==> config.mk <==
export PLATFORM = sky130hd
export DESIGN_NAME = slot_id_allocator_with_generation_top
export DESIGN_NICKNAME = d
export VERILOG_FILES = /design/src/rtl/sia_pkg.sv /design/src/rtl/sia_slot_table.sv /design/src/rtl/slot_id_allocator_with_generation_top.sv
export SDC_FILE = /design/constraint.sdc
export NUM_CORES = 2
export LEC_CHECK = 0
export BUFFER_PORTS_ARGS = -buffer_cell sky130_fd_sc_hd__clkbuf_2
export CORE_MARGIN = 1.5
export CORE_UTILIZATION = 65
export DETAILED_ROUTE_END_ITERATION = 7
export PLACE_DENSITY_LB_ADDON = 0.3
export SYNTH_ARGS = -nofsm -noshare
export SYNTH_HDL_FRONTEND = slang
export SYNTH_HIERARCHICAL = 1
export SYNTH_SLANG_ARGS = --single-unit
==> constraint.sdc <==
create_clock -name clk -period 20.8 [get_ports clk]
set_input_delay 1.04 -clock clk [delete_from_list [all_inputs] [get_ports clk]]
set_output_delay 1.04 -clock clk [all_outputs]
set_load 0.1 [all_outputs]
==> src/rtl/sia_pkg.sv <==
package sia_pkg;

	localparam int Slots     = 32;
	localparam int SlotBits  = $clog2(Slots);
	localparam int IdentBits = 27;
	localparam int UsageBits = 20;
	// identifier = slot in the upper bits, generation below
	localparam int GenBits   = IdentBits - SlotBits;

	typedef enum logic [2:0] {
		OP_ALLOC    = 3'd0,
		OP_COMMIT   = 3'd1,
		OP_ABORT    = 3'd2,
		OP_DESTROY  = 3'd3,
		OP_LOOKUP   = 3'd4,
		OP_SIZE_INC = 3'd5,
		OP_SIZE_DEC = 3'd6
	} op_e;

	typedef enum logic [1:0] {
		ST_OK       = 2'd0,
		ST_NO_FREE  = 2'd1,
		ST_NO_MATCH = 2'd2,
		ST_NOT_INIT = 2'd3
	} status_e;

	typedef struct packed {
		status_e                status;
		logic [IdentBits-1:0]   new_ident;
		logic                   alive;
		logic [UsageBits-1:0]   usage;
	} result_t;

endpackage

==> src/rtl/sia_slot_table.sv <==
module sia_slot_table (
	input  logic                           clk,
	input  logic                           arst_n,
	input  logic                           fire,
	input  logic [2:0]                     opcode,
	input  logic [sia_pkg::IdentBits-1:0]  ident,
	output sia_pkg::result_t               result
);

	localparam int Slots     = sia_pkg::Slots;
	localparam int SlotBits  = sia_pkg::SlotBits;
	localparam int IdentBits = sia_pkg::IdentBits;
	localparam int UsageBits = sia_pkg::UsageBits;
	localparam int GenBits   = sia_pkg::GenBits;
	localparam logic [SlotBits:0] NoSlot = (SlotBits+1)'(Slots);

	// per-slot state
	logic [Slots-1:0]     occupied_q;
	logic [Slots-1:0]     initialised_q;
	logic [GenBits-1:0]   occ_gen_q  [Slots];
	logic [GenBits-1:0]   next_gen_q [Slots];
	logic [UsageBits-1:0] usage_q    [Slots];
	logic [SlotBits:0]    free_next_q [Slots];
	logic [SlotBits:0]    free_head_q;

	sia_pkg::op_e         op;
	logic [SlotBits-1:0]  addr;
	logic                 head_ok;
	logic                 match;
	logic                 do_alloc;
	logic                 do_release;
	logic                 set_init;
	logic                 wr_usage;
	logic [UsageBits-1:0] usage_rd;
	logic [UsageBits-1:0] usage_new;

	always_comb begin
		op       = sia_pkg::op_e'(opcode);
		head_ok  = free_head_q != NoSlot;
		// alloc works on the list head, everything else on the slot in the ident
		addr     = (op == sia_pkg::OP_ALLOC) ? free_head_q[SlotBits-1:0]
		                                     : ident[IdentBits-1 -: SlotBits];
		match    = occupied_q[addr] && (occ_gen_q[addr] == ident[GenBits-1:0]);
		usage_rd = usage_q[addr];

		do_alloc   = 1'b0;
		do_release = 1'b0;
		set_init   = 1'b0;
		wr_usage   = 1'b0;
		usage_new  = usage_rd;

		result.status    = sia_pkg::ST_OK;
		result.new_ident = '0;
		result.alive     = 1'b0;
		result.usage     = '0;

		if (op == sia_pkg::OP_ALLOC) begin
			if (!head_ok) begin
				result.status = sia_pkg::ST_NO_FREE;
			end else begin
				do_alloc         = 1'b1;
				result.new_ident = {addr, next_gen_q[addr]};
				result.alive     = 1'b1;
			end
		end else if (!match) begin
			result.status = sia_pkg::ST_NO_MATCH;
		end else begin
			result.alive = 1'b1;
			unique case (op)
				sia_pkg::OP_COMMIT: begin
					set_init = 1'b1;
				end
				sia_pkg::OP_ABORT: begin
					do_release = 1'b1;
				end
				sia_pkg::OP_DESTROY: begin
					if (!initialised_q[addr]) begin
						result.status = sia_pkg::ST_NOT_INIT;
					end else begin
						do_release = 1'b1;
					end
				end
				sia_pkg::OP_SIZE_INC: begin
					if (usage_rd != '1) begin
						usage_new = usage_rd + 1'b1;
						wr_usage  = 1'b1;
					end
				end
				sia_pkg::OP_SIZE_DEC: begin
					if (usage_rd != '0) begin
						usage_new = usage_rd - 1'b1;
						wr_usage  = 1'b1;
					end
				end
				default: begin
				end
			endcase
			result.usage = usage_new;
		end
	end

	always_ff @(posedge clk or negedge arst_n) begin
		if (!arst_n) begin
			occupied_q    <= '0;
			initialised_q <= '0;
			free_head_q   <= '0;
			for (int i = 0; i < Slots; i++) begin
				free_next_q[i] <= (SlotBits+1)'(i + 1);
				next_gen_q[i]  <= '0;
			end
		end else if (fire) begin
			if (do_alloc) begin
				occupied_q[addr]    <= 1'b1;
				initialised_q[addr] <= 1'b0;
				next_gen_q[addr]    <= next_gen_q[addr] + 1'b1;
				free_head_q         <= free_next_q[addr];
				free_next_q[addr]   <= NoSlot;
			end
			if (do_release) begin
				occupied_q[addr]    <= 1'b0;
				initialised_q[addr] <= 1'b0;
				free_next_q[addr]   <= free_head_q;
				free_head_q         <= {1'b0, addr};
			end
			if (set_init) begin
				initialised_q[addr] <= 1'b1;
			end
		end
	end

	// generation tag and usage count only matter while the slot is occupied
	always_ff @(posedge clk) begin
		if (fire && do_alloc) begin
			occ_gen_q[addr] <= next_gen_q[addr];
			usage_q[addr]   <= '0;
		end else if (fire && wr_usage) begin
			usage_q[addr] <= usage_new;
		end
	end

`ifndef SYNTH
	a_alloc_marks_slot: assert property (@(posedge clk) disable iff (!arst_n)
		fire && do_alloc |=> occupied_q[$past(addr)] && !initialised_q[$past(addr)])
		else $error("allocated slot not marked occupied");

	a_head_is_free: assert property (@(posedge clk) disable iff (!arst_n)
		free_head_q != NoSlot |-> !occupied_q[free_head_q[SlotBits-1:0]])
		else $error("free list head points at an occupied slot");

	a_release_pushes: assert property (@(posedge clk) disable iff (!arst_n)
		fire && do_release |=> free_head_q == {1'b0, $past(addr)}
		&& !occupied_q[$past(addr)])
		else $error("released slot not pushed on free list");
`endif

endmodule

==> src/rtl/slot_id_allocator_with_generation_top.sv <==
// Items pass the input register, then the result register. Throughput: one item per
// cycle while results drain; each item is a single read-modify-write of one slot
// entry plus the free-list head, done between the input and result registers.
// Reset (arst_n, async, active low): pipeline empties, free list returns to
// slots 0, 1, 2, ... in order, generations to zero, all slots free. No clearing pass.
module slot_id_allocator_with_generation_top (
	input  logic                           clk,
	input  logic                           arst_n,
	input  logic                           in_valid,
	output logic                           in_stall,
	input  logic [2:0]                     opcode,
	input  logic [sia_pkg::IdentBits-1:0]  ident,
	output logic                           out_valid,
	input  logic                           out_stall,
	output logic [1:0]                     status,
	output logic [sia_pkg::IdentBits-1:0]  new_ident,
	output logic                           alive,
	output logic [sia_pkg::UsageBits-1:0]  usage
);

	// input register
	logic                          valid_s1;
	logic [2:0]                    opcode_s1;
	logic [sia_pkg::IdentBits-1:0] ident_s1;

	// result register
	logic                          out_valid_q;
	sia_pkg::result_t              res_q;
	sia_pkg::result_t              res;

	logic accept;
	logic advance;

	// the item in the input register moves on (and updates the table) when the
	// result register is empty or being drained this cycle
	assign advance  = valid_s1 && (!out_valid_q || !out_stall);
	assign in_stall = valid_s1 && !advance;
	assign accept   = in_valid && !in_stall;

	always_ff @(posedge clk or negedge arst_n) begin
		if (!arst_n) begin
			valid_s1 <= 1'b0;
		end else if (accept) begin
			valid_s1 <= 1'b1;
		end else if (advance) begin
			valid_s1 <= 1'b0;
		end
	end

	always_ff @(posedge clk) begin
		if (accept) begin
			opcode_s1 <= opcode;
			ident_s1  <= ident;
		end
	end

	// table state and per-item operation
	sia_slot_table u_table (
		.clk    (clk),
		.arst_n (arst_n),
		.fire   (advance),
		.opcode (opcode_s1),
		.ident  (ident_s1),
		.result (res)
	);

	always_ff @(posedge clk or negedge arst_n) begin
		if (!arst_n) begin
			out_valid_q <= 1'b0;
		end else if (advance) begin
			out_valid_q <= 1'b1;
		end else if (!out_stall) begin
			out_valid_q <= 1'b0;
		end
	end

	always_ff @(posedge clk) begin
		if (advance) begin
			res_q <= res;
		end
	end

	assign out_valid = out_valid_q;
	assign status    = res_q.status;
	assign new_ident = res_q.new_ident;
	assign alive     = res_q.alive;
	assign usage     = res_q.usage;

endmodule

-- Yosys cells after proc, flatten, opt, wreduce, memory -nomap -nowiden
Memory sizes are Yosys's and may differ from the RTL's.
Index checks and enable logic that the tools add are counted.
- flip-flop bits (word level): 1048
- memory bits (writable): 1344
- bits of input ports: 34
- output and inout port bits: 52
- word-level logic and storage cells: 195
- memories: 2
- $add $sub $neg: 3
- magnitude comparators: 4
- equality and inequality tests: 9
- mux-type cells: 69
- bitwise gates (word level): 12
- reductions and logical operators: 21
- memories (name ; depth ; bits a word ; rd ports ; clocked after memory_dff ; write ports ; line ; RTL):
    u_table.occ_gen_q ; 32 ; 22 ; 1 ; 0 ; 1 ; sia_slot_table.sv:20 ; logic [GenBits-1:0] occ_gen_q [Slots];
    u_table.usage_q ; 32 ; 20 ; 1 ; 0 ; 1 ; sia_slot_table.sv:22 ; logic [UsageBits-1:0] usage_q [Slots];
- operator list (cell ; number):
    704-bit bitwise mux ; 1
    192-bit two-way mux ; 3
    32-bit two-way mux ; 8
    192-bit bitwise mux ; 1
    160-bit bitwise AND ; 1
    160-bit inverter ; 1
    22-bit binary-select mux with 5-bit select ; 1
    22-bit demux with 5-bit select ; 1
    20-bit two-way mux ; 5
    32-bit bitwise AND ; 3
    32-bit OR ; 3
    22-bit two-way mux ; 3
    20-bit one-hot mux with 2 select lines ; 1
    32-bit inverter ; 1
    6-bit binary-select mux with 5-bit select ; 1
    6-bit demux with 5-bit select ; 1
    6-bit two-way mux ; 5
    1-bit two-way mux ; 27
    22-bit by 1-bit adder with 22-bit output (second input constant) ; 1
    22-bit == test ; 1
    21-bit two-way mux ; 1
    20-bit by 1-bit adder with 20-bit output (second input constant) ; 1
    20-bit != test (second input constant) ; 1
    20-bit nonzero test ; 1
    25 further kinds ; 45

-- Depth between registers and ports, before layout
- word-level depth: 15
- gate-level depth with buffers: 26
- gate-level depth less buffers: 14

-- By module
Netlist, hierarchy kept.
- by module, submodules not included (module ; times used ; cells an instance ; area an instance (sq um) ; seq. area each (sq um)):
    sia_slot_table ; 1 ; 8642 ; 100351.2 ; 64633.2
    slot_id_allocator_with_generation_top ; 1 ; 88 ; 2494.9 ; 2452.4

-- Least setup slack after synthesis
OpenSTA, ideal clock, no wires.
- path type: input port to flip-flop
- start: input out_stall
- end: memory u_table.usage_q[10][0] (enable)
- data arrival time: 7.331 ns
- slack: 13.040 ns
- cell stages on the path: 6
- path buffers: 2
- cell sequence: a21boi_0 > clkbuf_1 > and2_1 > nand4_2 > buf_2 > a211oi_1
- word-level cells in the longest chain between the ends: 8
- ends and longest elaborated chain (what ; line ; RTL):
    from (decl) ; slot_id_allocator_with_generation_top.sv:14 ; input logic out_stall,
    1-bit logical NOT * ; n/a ;
    1-bit logical OR * ; slot_id_allocator_with_generation_top.sv:36 ; assign advance = valid_s1 && (!out_valid_q || !out_stall);
    1-bit logical AND * ; slot_id_allocator_with_generation_top.sv:36 ;
    1-bit logical AND ; sia_slot_table.sv:136 ; end else if (fire && wr_usage) begin
    1-bit two-way mux ; sia_slot_table.sv:136 ;
    1-bit two-way mux ; sia_slot_table.sv:133 ; if (fire && do_alloc) begin
    1-bit two-way mux (not written as such) ; sia_slot_table.sv:137 ; usage_q[addr] <= usage_new;
    1-bit OR (no source line) * ; n/a ;
    to (decl) ; sia_slot_table.sv:22 ;
Every way passes the cells marked *; elsewhere a longest branch is shown, timed or not.

-- Worst setup path after layout
- start: register opcode_s1[1]
- end: memory u_table.usage_q[3][7] (enable)
- word-level cells in the longest chain between the ends: 13
- ends and longest elaborated chain (what ; line ; RTL):
    from (decl) ; slot_id_allocator_with_generation_top.sv:23 ; logic [2:0] opcode_s1;
    from (signal assigned) ; slot_id_allocator_with_generation_top.sv:52 ; opcode_s1 <= opcode;
    3-bit logical NOT ; sia_slot_table.sv:41, sia_slot_table.sv:57 ;
    5-bit two-way mux ; sia_slot_table.sv:41 ; addr = (op == sia_pkg::OP_ALLOC) ? free_head_q[SlotBits-1:0]
    memory 32 x 20 bit ; n/a ;
    20-bit != test or 20-bit nonzero test (tied branches) ; sia_slot_table.sv:84, sia_slot_table.sv:90 ;
    1-bit two-way mux, on equally long branches ; sia_slot_table.sv:84, sia_slot_table.sv:90 ;
    1-bit one-hot mux with 2 select lines ; sia_slot_table.sv:69 ; unique case (op)
    1-bit two-way mux ; sia_slot_table.sv:65 ; end else if (!match) begin
    1-bit two-way mux ; sia_slot_table.sv:57 ; if (op == sia_pkg::OP_ALLOC) begin
    1-bit logical AND ; sia_slot_table.sv:136 ;
    1-bit two-way mux ; sia_slot_table.sv:136 ;
    1-bit two-way mux ; sia_slot_table.sv:133 ;
    1-bit two-way mux (not written as such) ; sia_slot_table.sv:137 ;
    1-bit OR (no source line) ; n/a ;
Parallel ways exist; a longest one is shown, timed or not. The select of a mux whose other input is x is not followed.

==> key figures <==
Clock network
  – Post-CTS Repair Setup Buffers: 0
  – Clk Latency, worst-skew pair: roughly 0.86 ns
  – Hold bufs inserted after CTS: 0
  – Clock buffer depth: 3
  – Num CTS Buffers: 228
  – Clock-pin slew on the worst setup and hold paths: roughly 0.06 ns
  – Htree depth: 4
  – Post-cts resize count: 0
  – CTS tree: built
  – Root Driver: clkbuf_16
  – CTS sink cnt: about 2400

Power and ir drop
  – LEAKAGE: about 0.044 uW
  – Internal power: between 7000 and 8000 uW
  – Pwr per Cell Area: between 90 and 100 nW/um2
  – Switching share of power: 0.250
  – Flop pwr share: 0.504
  – Worst VDD drop: 0.0000924 V
  – Clock power share: 0.412
  – Switching power total: between 2000 and 3000 uW
  – Power share of the combinational group: 0.084

Cells and area
  – Commonest cells after routing, fill and taps aside: nand2_1 (1791), edfxtp_1 (1424), dfrtp_1 (887)
  – Commonest non-fill, non-tap cell in the layout: nand2_1
  – Share of cells above drive strength 1: 0.108
  – Synthesis-to-finish area growth: 9.29%
  – Finished Cell Area: roughly 110000 um2
  – Fin cells: 10800
  – Final nets: approximately 8500

Logic synthesis
  – Warnings, synthesis: 6
  – Synth unique cells: 90
  – Post-synthesis net count: between 8000 and 9000
  – Synthesized flop and latch total: around 2400
  – Sequential area share after synthesis: 0.652
  – Async SR Flop Fraction: 0.405
  – Syn Area/Cell: about 12 um2
  – Post-synth EDFFs: approximately 1400
  – Most used DFF post-synth: edfxtp_1
  – Post-Syn Area: just over 100000 um2
  – Mapped Cells: 8730

Die
  – Die H: 401 um
  – Area of the core: about 160000 um2
  – DIE WIDTH: between 400 and 500 um
  – Initial Util: 0.657
  – # IOs: 86
  – Row count: 145
  – Die area: between 150000 and 200000 um2

Routing
  – Drt first pass iters: 7
  – Vias: 78900
  – WL/cell: around 31 um
  – Met3 wire length: around 52 mm
  – Via-per-instance ratio: around 7.3
  – Max layer used: met5
  – Post-route antenna net violation count: 0
  – Routed WL: between 300 and 400 mm
  – Met1 WL: between 100 and 150 mm
  – DRT iter0 DRCs: about 14000
  – DRC viols: 0
  – Routed wl met2: between 100 and 150 mm

Timing
  – Slew Limit Fails: 8
  – Fin crit share: 0.494
  – Min Tclk post-route: ~10 ns
  – Slew margin rel.: -0.0593
  – Worst Max-Slew Pin Slew: about 1.6 ns
  – Setup_tns: 0 ns
  – Endpoints failing setup: 0
  – RSZ-0062 raised after global routing: no
  – Final Hold Viols: 0
  – Fmax: about 0.097 GHz
  – Fin Clk Skew: slightly below 0.04 ns

GRT
  – First-pass GRT wire length: approximately 500 mm
  – Largest net degree at the start of global routing: between 150 and 200
  – Congestion Overflow GR: 0
  – Antenna violations before repair: 11
  – Tot GR Track Use: 0.412
  – Vias in the first global route: 74400

Setup path
  – Worst setup SP type: flop
  – Arrival time of the worst setup path: 10.72 ns
  – WP data required: about 21 ns
  – Critical path class: reg -> reg
  – Critical Path End Type: flop
  – Critical path fanouts, max: 89

Place
  – Post-DP HPWL: between 150 and 200 mm
  – Placer Congestion: 0.934
  – IO Port Bufs: 85
  – Placed insts: between 10000 and 15000
  – DP Area: 105000 um2

Status
  – Failing checks: capacitance limit, slew limit
  – Outcome: complete, but fails checks

Job
  – Max-cap viol count: 2

Worst hold path
  – Min-Delay Path Class: in -> async
metrics by stage:
stage	setup WS, ns	total power [uW]	hold slack, ns	utilization
after floorplan	13.04	5680	0.438	-
after global placement	11.13	5990	0.450	0.670
after detailed placement	10.91	6000	0.456	0.670
after CTS	10.83	10100	0.309	0.718
after global routing	10.39	10300	0.337	0.718
final	10.52	10100	0.279	0.718
power by group through the flow:
| stage | sequential [uW] | combinational, uW | clock (uW) |
|---|---|---|---|
| floorplan | 5230 | 455 | 0 |
| global placement | 5190 | 799 | 0 |
| detailed placement | 5190 | 810 | 0 |
| CTS | 5090 | 815 | 4170 |
| global route | 5090 | 877 | 4350 |
| finish | 5090 | 854 | 4170 |
metal layers:
metal,global-route usage,vias to the layer above
met3,0.114,1549
li1,-,32000
met5,0,-
met2,0.601,7133
met4,0.250,10
met1,0.554,38200
worst max-delay path, cell delays in order (launching register included):
cell and delay [ns]:
edfxtp_1 0.64, o31ai_4 0.32, buf_4 0.47, buf_4 0.61
buf_4 0.73, buf_4 0.73, buf_4 0.87, and3_1 0.27
a2111oi_0 0.08, a2111oi_0 0.54, nand3_1 0.22, o31a_1 0.34
nor4_1 0.47, buf_4 0.20, and4_1 0.40, and2_1 0.28
nand4_4 0.69, buf_4 0.65, a211oi_4 1.16
layout make-up:
class / instances / area (um2)
Timing Repair Buffer: 308 / 2210
Tap cell: 2058 / 2570
Inverter: 101 / 384
Fill cell: 10200 / 44200
Sequential cell: 2392 / 67100
Multi-Input combinational cell: 5461 / 32600
Clock inverter: 108 / 1130
Clock buffer: 320 / 6340
Antenna cell: 15 / 37.5
state kept, by name, summed over array words and instances, names as in the netlist:
register	count
valid_s1	1
alive	1
u_table/occ_gen_q	704
status	2
u_table/free_next_q	192
ident_s1	27
usage	20
u_table/initialised_q	32
u_table/next_gen_q	704
u_table/free_head_q	6
u_table/occupied_q	32
out_valid	1
u_table/usage_q	640
opcode_s1	3
new_ident	27
synth_stat cells (all sizes together) (81+ instances only):
master,n,area share
nand2,1827,0.067
edfxtp,1424,0.42
dfrtp,887,0.22
o21ai,739,0.036
clkbuf,469,0.017
a2111oi,462,0.039
and3,458,0.028
nand3,396,0.019
buf,307,0.019
mux2i,279,0.027
a211oi,173,0.013
nor2,162,0.0060
a21oi,145,0.0071
a22o,126,0.011
inv,96,0.0035
a32oi,89,0.0076
dfstp,81,0.021
logic make-up after synthesis:
family	after synthesis	synth area share
flip-flops	2392	0.652
AO/OA/AOI/OAI	1985	0.133
AND/OR/NAND/NOR	3116	0.140
multiplexers	312	0.0308
buffers and inverters	877	0.0395
adder cells (fa/ha/maj)	3	0.000365
XOR/XNOR	45	0.00383
worst paths after layout:
path / slack [ns] / from / to / cells past startpoint
min reg2reg: 0.47 / u_table/free_next_q[31]$_DFFE_PN1P_ / u_table/free_next_q[31]$_DFFE_PN1P_ / 2
max: 10.52 / opcode_s1[1]$_DFFE_PP_ / u_table/usage_q[3][7]$_DFFE_PP_ / 18
max reg2reg: 10.52 / opcode_s1[1]$_DFFE_PP_ / u_table/usage_q[3][7]$_DFFE_PP_ / 18
max in group asynchronous: 17.86 / arst_n / u_table/free_next_q[67]$_DFFE_PN0P_ / 3
min in group clk: 0.36 / ident[23] / ident_s1[23]$_DFFE_PP_ / 1
min: 0.28 / arst_n / u_table/free_next_q[159]$_DFFE_PN0P_ / 1
Note: power is estimated with default switching activity, not from simulation.
